## src/rtl/core/krt_pkg.sv

```systemverilog
`default_nettype none

package krt_pkg;

  // Width of a normalized name: four 64-bit words.
  localparam int KEY_W = 256;

  typedef enum logic [1:0] {
    KIND_ADD    = 2'd0,
    KIND_SEARCH = 2'd1,
    KIND_REMOVE = 2'd2,
    KIND_UNUSED = 2'd3
  } kind_t;

  typedef enum logic [1:0] {
    STAT_OK        = 2'd0,
    STAT_DUPLICATE = 2'd1,
    STAT_NOT_FOUND = 2'd2,
    STAT_FULL      = 2'd3
  } status_t;

  typedef struct packed {
    logic [1:0]  kind;
    logic [63:0] key_word0;
    logic [63:0] key_word1;
    logic [63:0] key_word2;
    logic [63:0] key_word3;
    logic [7:0]  age_in;
    logic        gender_in;
  } in_item_t;

  typedef struct packed {
    logic [1:0] status;
    logic [7:0] age_out;
    logic       gender_out;
  } out_item_t;

  // One table entry as it sits in the record memory.
  typedef struct packed {
    logic             valid;
    logic [7:0]       age;
    logic             gender;
    logic [KEY_W-1:0] key;
  } rec_t;

  localparam int REC_W = $bits(rec_t);

endpackage

`default_nettype wire

```

## src/rtl/core/krt_ram.sv

```systemverilog
`default_nettype none

// Simple dual-port RAM: one write port, one read port with registered data.
module krt_ram #(
  parameter int WIDTH = 8,
  parameter int DEPTH = 16
) (
  input  wire logic                                  clk,
  input  wire logic                                  we,
  input  wire logic [(DEPTH > 1 ? $clog2(DEPTH) : 1)-1:0] waddr,
  input  wire logic [WIDTH-1:0]                      wdata,
  input  wire logic [(DEPTH > 1 ? $clog2(DEPTH) : 1)-1:0] raddr,
  output logic      [WIDTH-1:0]                      rdata
);

  logic [WIDTH-1:0] mem [DEPTH];

  always_ff @(posedge clk) begin
    if (we) begin
      mem[waddr] <= wdata;
    end
    rdata <= mem[raddr];
  end

endmodule

`default_nettype wire

```

## src/rtl/core/keyed_record_table_top.sv

```systemverilog
`default_nettype none

// Exact-match record table of ENTRIES records, each keyed by a 32-byte name
// and holding an 8-bit age and a 1-bit gender. A transaction on the input
// channel is an add, a search or a remove; every input transaction produces
// exactly one result transaction carrying a status and, on a successful
// search, the stored age and gender. Names are normalized on entry: every
// byte from the first zero byte onward, and byte 31 always, counts as zero.
// All records, with their valid marks, live in one record memory with a
// single read port, and each operation scans it one entry per cycle. A
// transaction passes through accept, a scan of every entry, and a finish
// step that writes back and posts the result once the output register has
// room. Only one operation is in flight at a time. After reset the block
// runs a clearing pass over the record memory, and in_stall stays high
// until it is done. A finished result sits in an output register, so the
// next transaction is accepted while the last result still waits to be
// taken.
module keyed_record_table_top #(
  parameter int ENTRIES = 16
) (
  input  wire logic              clk,
  input  wire logic              rst_n,
  input  wire logic              in_valid,
  output logic                   in_stall,
  input  wire krt_pkg::in_item_t in_data,
  output logic                   out_valid,
  input  wire logic              out_stall,
  output krt_pkg::out_item_t     out_data
);

  // Address bits of one entry, and a counter wide enough to hold ENTRIES.
  localparam int AW = (ENTRIES > 1) ? $clog2(ENTRIES) : 1;
  localparam int CW = $clog2(ENTRIES + 1);

  typedef enum logic [3:0] {
    S_CLEAR  = 4'b0001,
    S_IDLE   = 4'b0010,
    S_SCAN   = 4'b0100,
    S_FINISH = 4'b1000
  } state_t;

  state_t state_r, state_nxt;

  // Control registers.
  logic [CW-1:0] cnt_r, cnt_nxt;          // clearing or read-issue counter
  logic          chk_vld_r, chk_vld_nxt;  // read data this cycle belongs to an entry
  logic [AW-1:0] chk_idx_r, chk_idx_nxt;  // entry whose data is on the read port
  logic          hit_r, hit_nxt;
  logic          free_fnd_r, free_fnd_nxt;
  logic          out_valid_r, out_valid_nxt;

  // Payload registers.
  logic [1:0]                 kind_r;
  logic [krt_pkg::KEY_W-1:0]  key_r;
  logic [7:0]                 age_r;
  logic                       gender_r;
  logic [AW-1:0]              hit_idx_r, hit_idx_nxt;
  logic [7:0]                 hit_age_r, hit_age_nxt;
  logic                       hit_gender_r, hit_gender_nxt;
  logic [AW-1:0]              free_idx_r, free_idx_nxt;
  krt_pkg::out_item_t         out_data_r, out_data_nxt;

  // Record memory ports.
  logic                       mem_we;
  logic [AW-1:0]              mem_waddr;
  krt_pkg::rec_t              mem_wrec;
  logic [AW-1:0]              mem_raddr;
  logic [krt_pkg::REC_W-1:0]  mem_rdata;
  krt_pkg::rec_t              rd_rec;
  logic                       rd_match;

  logic                       in_fire;
  logic                       out_free;
  logic [krt_pkg::KEY_W-1:0]  raw_key;
  logic [krt_pkg::KEY_W-1:0]  norm_key;

  krt_ram #(
    .WIDTH (krt_pkg::REC_W),
    .DEPTH (ENTRIES)
  ) u_rec_ram (
    .clk   (clk),
    .we    (mem_we),
    .waddr (mem_waddr),
    .wdata (mem_wrec),
    .raddr (mem_raddr),
    .rdata (mem_rdata)
  );

  assign in_stall  = (state_r != S_IDLE);
  assign in_fire   = in_valid && !in_stall;
  assign out_valid = out_valid_r;
  assign out_data  = out_data_r;

  // The output register can take a new result when it is empty or when its
  // current result leaves in this cycle.
  assign out_free = !out_valid_r || !out_stall;

  // Name normalization. A byte survives only if it and every byte below it
  // are nonzero; byte 31 never survives. Each byte is decided on its own.
  assign raw_key = {in_data.key_word3, in_data.key_word2,
                    in_data.key_word1, in_data.key_word0};

  always_comb begin
    logic [31:0] nz;
    logic [31:0] msk;
    for (int b = 0; b < 32; b++) begin
      nz[b] = (raw_key[8*b +: 8] != 8'd0);
    end
    for (int b = 0; b < 32; b++) begin
      msk = 32'((64'd1 << (b + 1)) - 64'd1);
      if ((b < 31) && ((nz & msk) == msk)) begin
        norm_key[8*b +: 8] = raw_key[8*b +: 8];
      end else begin
        norm_key[8*b +: 8] = 8'd0;
      end
    end
  end

  assign rd_rec   = krt_pkg::rec_t'(mem_rdata);
  assign rd_match = rd_rec.valid && (rd_rec.key == key_r);

  always_comb begin
    state_nxt      = state_r;
    cnt_nxt        = cnt_r;
    chk_vld_nxt    = 1'b0;
    chk_idx_nxt    = chk_idx_r;
    hit_nxt        = hit_r;
    free_fnd_nxt   = free_fnd_r;
    hit_idx_nxt    = hit_idx_r;
    hit_age_nxt    = hit_age_r;
    hit_gender_nxt = hit_gender_r;
    free_idx_nxt   = free_idx_r;
    out_valid_nxt  = out_valid_r && out_stall;
    out_data_nxt   = out_data_r;
    mem_we         = 1'b0;
    mem_waddr      = cnt_r[AW-1:0];
    mem_wrec       = '0;
    mem_raddr      = cnt_r[AW-1:0];

    case (state_r)
      S_CLEAR: begin
        // Write an empty record into each entry in turn.
        mem_we    = 1'b1;
        mem_waddr = cnt_r[AW-1:0];
        if (cnt_r == CW'(ENTRIES - 1)) begin
          cnt_nxt   = '0;
          state_nxt = S_IDLE;
        end else begin
          cnt_nxt = cnt_r + 1'b1;
        end
      end

      S_IDLE: begin
        if (in_fire) begin
          cnt_nxt      = '0;
          hit_nxt      = 1'b0;
          free_fnd_nxt = 1'b0;
          state_nxt    = S_SCAN;
        end
      end

      S_SCAN: begin
        // Issue one read per cycle; the data for the entry read in the
        // previous cycle is checked against the key at the same time.
        if (cnt_r != CW'(ENTRIES)) begin
          mem_raddr   = cnt_r[AW-1:0];
          chk_vld_nxt = 1'b1;
          chk_idx_nxt = cnt_r[AW-1:0];
          cnt_nxt     = cnt_r + 1'b1;
        end
        if (chk_vld_r) begin
          if (rd_match && !hit_r) begin
            hit_nxt        = 1'b1;
            hit_idx_nxt    = chk_idx_r;
            hit_age_nxt    = rd_rec.age;
            hit_gender_nxt = rd_rec.gender;
          end
          // Entries are checked in ascending order, so the first free one
          // found is the lowest-numbered.
          if (!rd_rec.valid && !free_fnd_r) begin
            free_fnd_nxt = 1'b1;
            free_idx_nxt = chk_idx_r;
          end
          if (cnt_r == CW'(ENTRIES)) begin
            state_nxt = S_FINISH;
          end
        end
      end

      S_FINISH: begin
        // Write back and post the result together, once the output
        // register has room.
        if (out_free) begin
          out_valid_nxt = 1'b1;
          out_data_nxt  = '0;
          out_data_nxt.status = krt_pkg::STAT_NOT_FOUND;
          case (kind_r)
            krt_pkg::KIND_ADD: begin
              if (hit_r) begin
                out_data_nxt.status = krt_pkg::STAT_DUPLICATE;
              end else if (free_fnd_r) begin
                mem_we          = 1'b1;
                mem_waddr       = free_idx_r;
                mem_wrec.valid  = 1'b1;
                mem_wrec.age    = age_r;
                mem_wrec.gender = gender_r;
                mem_wrec.key    = key_r;
                out_data_nxt.status = krt_pkg::STAT_OK;
              end else begin
                out_data_nxt.status = krt_pkg::STAT_FULL;
              end
            end
            krt_pkg::KIND_SEARCH: begin
              if (hit_r) begin
                out_data_nxt.status     = krt_pkg::STAT_OK;
                out_data_nxt.age_out    = hit_age_r;
                out_data_nxt.gender_out = hit_gender_r;
              end
            end
            krt_pkg::KIND_REMOVE: begin
              if (hit_r) begin
                // An all-zero record clears the valid mark.
                mem_we    = 1'b1;
                mem_waddr = hit_idx_r;
                out_data_nxt.status = krt_pkg::STAT_OK;
              end
            end
            default: begin
              out_data_nxt.status = krt_pkg::STAT_NOT_FOUND;
            end
          endcase
          state_nxt = S_IDLE;
        end
      end

      default: begin
        state_nxt = S_IDLE;
      end
    endcase
  end

  always_ff @(posedge clk) begin
    if (!rst_n) begin
      state_r     <= S_CLEAR;
      cnt_r       <= '0;
      chk_vld_r   <= 1'b0;
      chk_idx_r   <= '0;
      hit_r       <= 1'b0;
      free_fnd_r  <= 1'b0;
      out_valid_r <= 1'b0;
    end else begin
      state_r     <= state_nxt;
      cnt_r       <= cnt_nxt;
      chk_vld_r   <= chk_vld_nxt;
      chk_idx_r   <= chk_idx_nxt;
      hit_r       <= hit_nxt;
      free_fnd_r  <= free_fnd_nxt;
      out_valid_r <= out_valid_nxt;
    end
  end

  always_ff @(posedge clk) begin
    if (in_fire) begin
      kind_r   <= in_data.kind;
      key_r    <= norm_key;
      age_r    <= in_data.age_in;
      gender_r <= in_data.gender_in;
    end
    hit_idx_r    <= hit_idx_nxt;
    hit_age_r    <= hit_age_nxt;
    hit_gender_r <= hit_gender_nxt;
    free_idx_r   <= free_idx_nxt;
    out_data_r   <= out_data_nxt;
  end

endmodule

`default_nettype wire

```

## config.mk

```make
export PLATFORM = sky130hd
export DESIGN_NAME = keyed_record_table_top
export DESIGN_NICKNAME = d
export VERILOG_FILES = /design/src/rtl/core/krt_pkg.sv /design/src/rtl/core/krt_ram.sv /design/src/rtl/core/keyed_record_table_top.sv
export SDC_FILE = /design/constraint.sdc
export NUM_CORES = 2
export LEC_CHECK = 0
export BUFFER_PORTS_ARGS = -buffer_cell sky130_fd_sc_hd__clkbuf_2
export CORE_UTILIZATION = 28
export CTS_BUF_LIST = sky130_fd_sc_hd__clkbuf_8 sky130_fd_sc_hd__clkbuf_16
export CTS_CLUSTER_SIZE = 10
export DETAILED_ROUTE_END_ITERATION = 12
export PLACE_DENSITY_LB_ADDON = 0.15
export SKIP_CTS_REPAIR_TIMING = 1
export SYNTH_ARGS = -nofsm -noshare
export SYNTH_HDL_FRONTEND = slang
export SYNTH_MEMORY_MAX_BITS = 65536
export SYNTH_SLANG_ARGS = --single-unit
```

## constraint.sdc

```tcl
create_clock -name clk -period 38.2 [get_ports clk]
set_clock_uncertainty 0.1 [all_clocks]
set_input_delay 3.82 -clock clk [delete_from_list [all_inputs] [get_ports clk]]
set_output_delay 3.82 -clock clk [all_outputs]
set_load 0.005 [all_outputs]
```

; Word-level counts from Yosys, hierarchy flattened
; Memory sizes are Yosys's and may differ from the RTL's. A register that Yosys moved wholly into a read port is not among the register bits.
; Cells that the tools add are included.
[totals]
n_memories = 1
inputBits = 271
out_inout_bits = 13
word_cells = 199
reg_bits = 304
mem_bits_rw = 4256
[mem_list]
columns = name, words, width, rd, rd_ports_with_merged_regs, wr, line_no
row1 = u_rec_ram.mem, 16, 266, 1, 1, 1, krt_ram.sv:16  ; logic [WIDTH-1:0] mem [DEPTH];
[classes]
eq_ne = 49
reduce_logical = 56
add_sub_neg = 1
mux = 44
[op_table]
columns = operator, count
row1 = 266-bit 2-to-1 mux, 5
row2 = 256-bit by 248-bit == test with 1-bit output, 1
row3 = 8-bit nonzero test, 31
row4 = 4-bit 2-to-1 mux, 10
row5 = 31-bit == test (second input constant), 1
row6 = 30-bit == test (second input constant), 1
row7 = 29-bit == test (second input constant), 1
row8 = 28-bit == test (second input constant), 1
row9 = 27-bit == test (second input constant), 1
row10 = 26-bit == test (second input constant), 1
row11 = 25-bit == test (second input constant), 1
row12 = 24-bit == test (second input constant), 1
row13 = 23-bit == test (second input constant), 1
row14 = 22-bit == test (second input constant), 1
row15 = 21-bit == test (second input constant), 1
row16 = 20-bit == test (second input constant), 1
row17 = 19-bit == test (second input constant), 1
row18 = 18-bit == test (second input constant), 1
row19 = 17-bit == test (second input constant), 1
row20 = 16-bit == test (second input constant), 1
row21 = 2-bit != test (second input constant), 8
row22 = 4-bit case mux with 4 select lines, 1
row23 = 15-bit == test (second input constant), 1
row24 = 5-bit 2-to-1 mux, 3
row25 = 38 further kinds, 74

; Longest topological paths before layout
[logic_depth]
depth_word = 7
depth_mapped = 11
depth_no_buf = 8

; Hierarchy
; A second synthesis with hierarchy kept.
[unflattened]
cells_unflattened = 8469
area_unflattened_um2 = 181625.4
[by_module_without_submodules]
columns = module, seq_area_each_um2, cells_per_inst, area_per_inst_um2, instances
row1 = krt_ram, 133127.7, 6904, 164680.4, 1
row2 = keyed_record_table_top, 8958.6, 1565, 16945.0, 1

; Worst setup path after synthesis
; OpenSTA, ideal clock, no wires.
[synth_timing]
kind = input to register
from = input out_stall
to = memory u_rec_ram.mem[8][0] (netlist name), enable pin
stages = 6
n_path_buf = 0
slack_ps = 21782
setup_ps = 882
arrival_time_ps = 15436
t_required_ps = 37218
cell_sequence = nand2_1 -> nor3b_2 -> o21ai_2 -> a22oi_1 -> nand2b_1 -> nor2_1
[synth_between]
elab_chain_len = 6
elab_cells_between_ends = 8
classes_between = mux: 6 / reduce/logical: 2
[synth_rtl]
columns = element, line_no
row1 = from (decl), keyed_record_table_top.sv:27  ; input wire logic out_stall,
row2 = 1-bit zero test (*), keyed_record_table_top.sv:96  ; assign out_free = !out_valid_r || !out_stall;
row3 = 1-bit logical OR (*), keyed_record_table_top.sv:96
row4 = 1-bit 2-to-1 mux, keyed_record_table_top.sv:193  ; if (out_free) begin
row5 = 1-bit case mux with 2 select lines, keyed_record_table_top.sv:140  ; case (state_r)
row6 = 1-bit 2-to-1 mux, krt_ram.sv:19  ; if (we) begin
row7 = 1-bit 2-to-1 mux (not written as such), krt_ram.sv:20  ; mem[waddr] <= wdata;
row8 = to (decl), krt_ram.sv:16
; Every way passes the cells marked *; elsewhere a longest branch is shown, timed or not.

; Worst setup path after layout
[layout_timing]
from = input out_stall
to = memory u_rec_ram.mem[10][142] (netlist name), enable pin
; Same word-level chain as after synthesis.

==> impl_metrics.yaml <==
outcome:
  status: "finished clean"
synth:
  syn_area_per_cell_sq_um: 19.1
  yosys.area.top_type_share_pct: 74.0
  synth.yosys.seq_area_share_pct: 77.1
  synth_top_cell_by_area: "edfxtp_1"
  synth_fp_nets: 9657
  synth_cells: 9382
  ys_seq_elements: 4690
  post-synth-top-count-cell: "edfxtp_1"
  synth_edf_count: 4415
  ys_warn_count: 0
  synth_common_cells: "edfxtp_1, mux2i_1, mux4_2, o21ai_0, and2_1"
  yosys-top-cells-area: "edfxtp_1, mux4_2, mux2i_1"
  synthDistinctLibCells: 65
  synth_area_sq_um: 179000
  synthArstFlopShare_pct: 0
  synthFlopType: "edfxtp_1"
floorplan:
  row_count: 293
  core_area_sq_um: 637000
  die_area_sq_um: 643000
  die_y_microns: 802
  fp.dieW_microns: 802
  start_util_pct: 28.1
  io_pins: 284
sta:
  rsz0062_at_grt: "false"
  setup_viol: 0
  tightestPinTransition_ps: 1320
  finalCritPeriodShare_pct: 23.6
  maxSlewViolCount: 0
  maxSlewHeadroom_pct: 9.39
  fin_tns_setup_ps: 0
  finalHoldViolations: 0
  layout_setup_ws_ps: 29190
  fin_crit_ps: 9010
  fmax_mhz: 111
worst_setup_path:
  worstPathRequired_ps: 38770
  crit_path_max_fanout: 75
  startpoint_type: "primary input"
  worstPathArrival_ps: 9580
  path_class: "in -> reg"
  crit_path_end_kind: "register"
global_route:
  grt_antenna_before_repair: 59
  grt_max_degree: 112
  groute.usage.overall_pct: 17.9
  grt_pass1_wl_mm: 805
  first_global_vias: 95700
  grt_overflow: 0
placed_design:
  place_hpwl_mm: 343
  pre_cts_ws_ps: 28060
  portBuffers: 275
  place_area_sq_um: 191000
  gp_congestion: 0.778
detailed_routing:
  viasPerCell: 4.90
  vias: 92200
  dr.pass1.iters: 6
  final_antenna_net_count: 0
  first_iter_violations: 7947
  wl_mm: 592
  drcViolationCount: 0
  wl_met1_mm: 255
  wl_met2_mm: 301
  highest_layer: "met5"
  met3_length_mm: 23.9
  avgRoutedWirePerCell_microns: 31.5
power_and_ir_drop:
  power-per-cell-area_nw_per_um2: 67.7
  p_leak_nw: 68.5
  power_mw: 14.1
  vdd_drop_max_v: 0.0000661
clock_network:
  cts_inserted_buffers: 563
  cts_sinks: 4690
  insertion_delay_ps: 1100
  htree_num_levels: 6
  clk_path_buf_depth: 4
  cts-root-buf: "clkbuf_16"
  clk_pin_slew_ps: 50
  cts_tree: "built"
layout:
  postLayoutCellArea_sq_um: 209000
  layout-drive-gt1-share_pct: 19.8
  final_nets: 10200
  fin_util_pct: 32.8
  syn2layout_area_growth_pct: 16.5
hold_path:
  worstHoldPathType: "reg -> reg"
run:
  max-cap-violations: 0
==> flip-flops by register name (all words and copies together) (netlist names), 2 cells and up <==
| signal | cells |
|---|---|
| hit_age_r | 8 |
| cnt_r | 5 |
| chk_idx_r | 4 |
| kind_r | 2 |
| state_r | 4 |
| age_r | 8 |
| hit_idx_r | 4 |
| key_r | 248 |
| u_rec_ram.mem | 4128 |
| free_idx_r | 4 |
| u_rec_ram.rdata | 258 |
| out_data | 11 |
==> report_power, final <==
part	switching (mW)	total (mW)	internal (mW)
Clock	2.18	4.95	2.76
Combinational	1.78	2.81	1.03
Sequential	0.196	6.38	6.18
Total	4.16	14.1	9.97
==> cells by family after synthesis <==
group	synth area share [%]
buffers and inverters	1.32
AOI/OAI and AO/OA	4.84
DFF	77.1
muxes	12.5
xor gates and xnor gates	0.689
and+or+nand+nor	3.54
adders and majority gates	0.0279
==> critical path, cell delays in order <==
cell      delay (ps)
clkbuf_2         100
nand2_1           90
nor3b_2          380
o21ai_2          170
a22oi_1          350
nand2b_1         300
nor2_4           710
buf_12           580
buf_4            820
buf_4            980
buf_4            930
==> routing by layer <==
metal / vias to the layer above / global-route usage [%]
met5: - / 0
met4: 6 / 3.66
met3: 638 / 2.20
met2: 2203 / 31.7
met1: 50200 / 23.5
li1: 39200 / -
==> worst paths after layout <==
check                            start                      to  slack (ps)  depth (start not counted)
hold / removal    u_rec_ram.rdata[259]            hit_age_r[2]         310                          0
setup / recovery             out_stall  u_rec_ram.mem[10][142]       29190                         11
hold reg to reg   u_rec_ram.rdata[259]            hit_age_r[2]         310                          0
setup reg to reg              cnt_r[0]    u_rec_ram.rdata[120]       30940                         10
==> cell usage in the layout, fill, tap and decap left out, types with 20 or more instances in the layout <==
master	instances
a211oi_1	34
clkinv_16	35
nand2_1	268
a22oi_1	231
xnor2_1	24
nor2_1	20
nor2b_1	109
clkbuf_16	563
nand4_1	23
mux4_2	550
edfxtp_1	4415
mux2_2	258
clkbuf_2	275
inv_1	399
dfxtp_1	271
nand2b_1	34
and3_1	70
clkbuf_8	22
o21ai_0	452
buf_12	21
and2_1	440
o22ai_1	54
a221oi_1	263
mux2i_1	708
nor4_1	80
xor2_1	108
buf_4	218
a21oi_1	230
==> area by class of cell <==
class | instances | area [sq um]
fill | 60500 | 428000
sequential | 4690 | 138000
multi-input combinational | 4115 | 39100
clock buffer | 585 | 14400
tap | 8407 | 10500
timing repair buffer | 515 | 3440
clock inverter | 404 | 2860
inverter | 85 | 327
antenna | 11 | 27.5
==> stage by stage <==
stage / instances / hold slack [ps]
global placement: 17800 / 297
global route: 18800 / 321
floorplan: 9382 / 286
finish: 18800 / 309
CTS: 18800 / 314
detailed placement: 17800 / 300
Power figures use the tool's default switching activity.
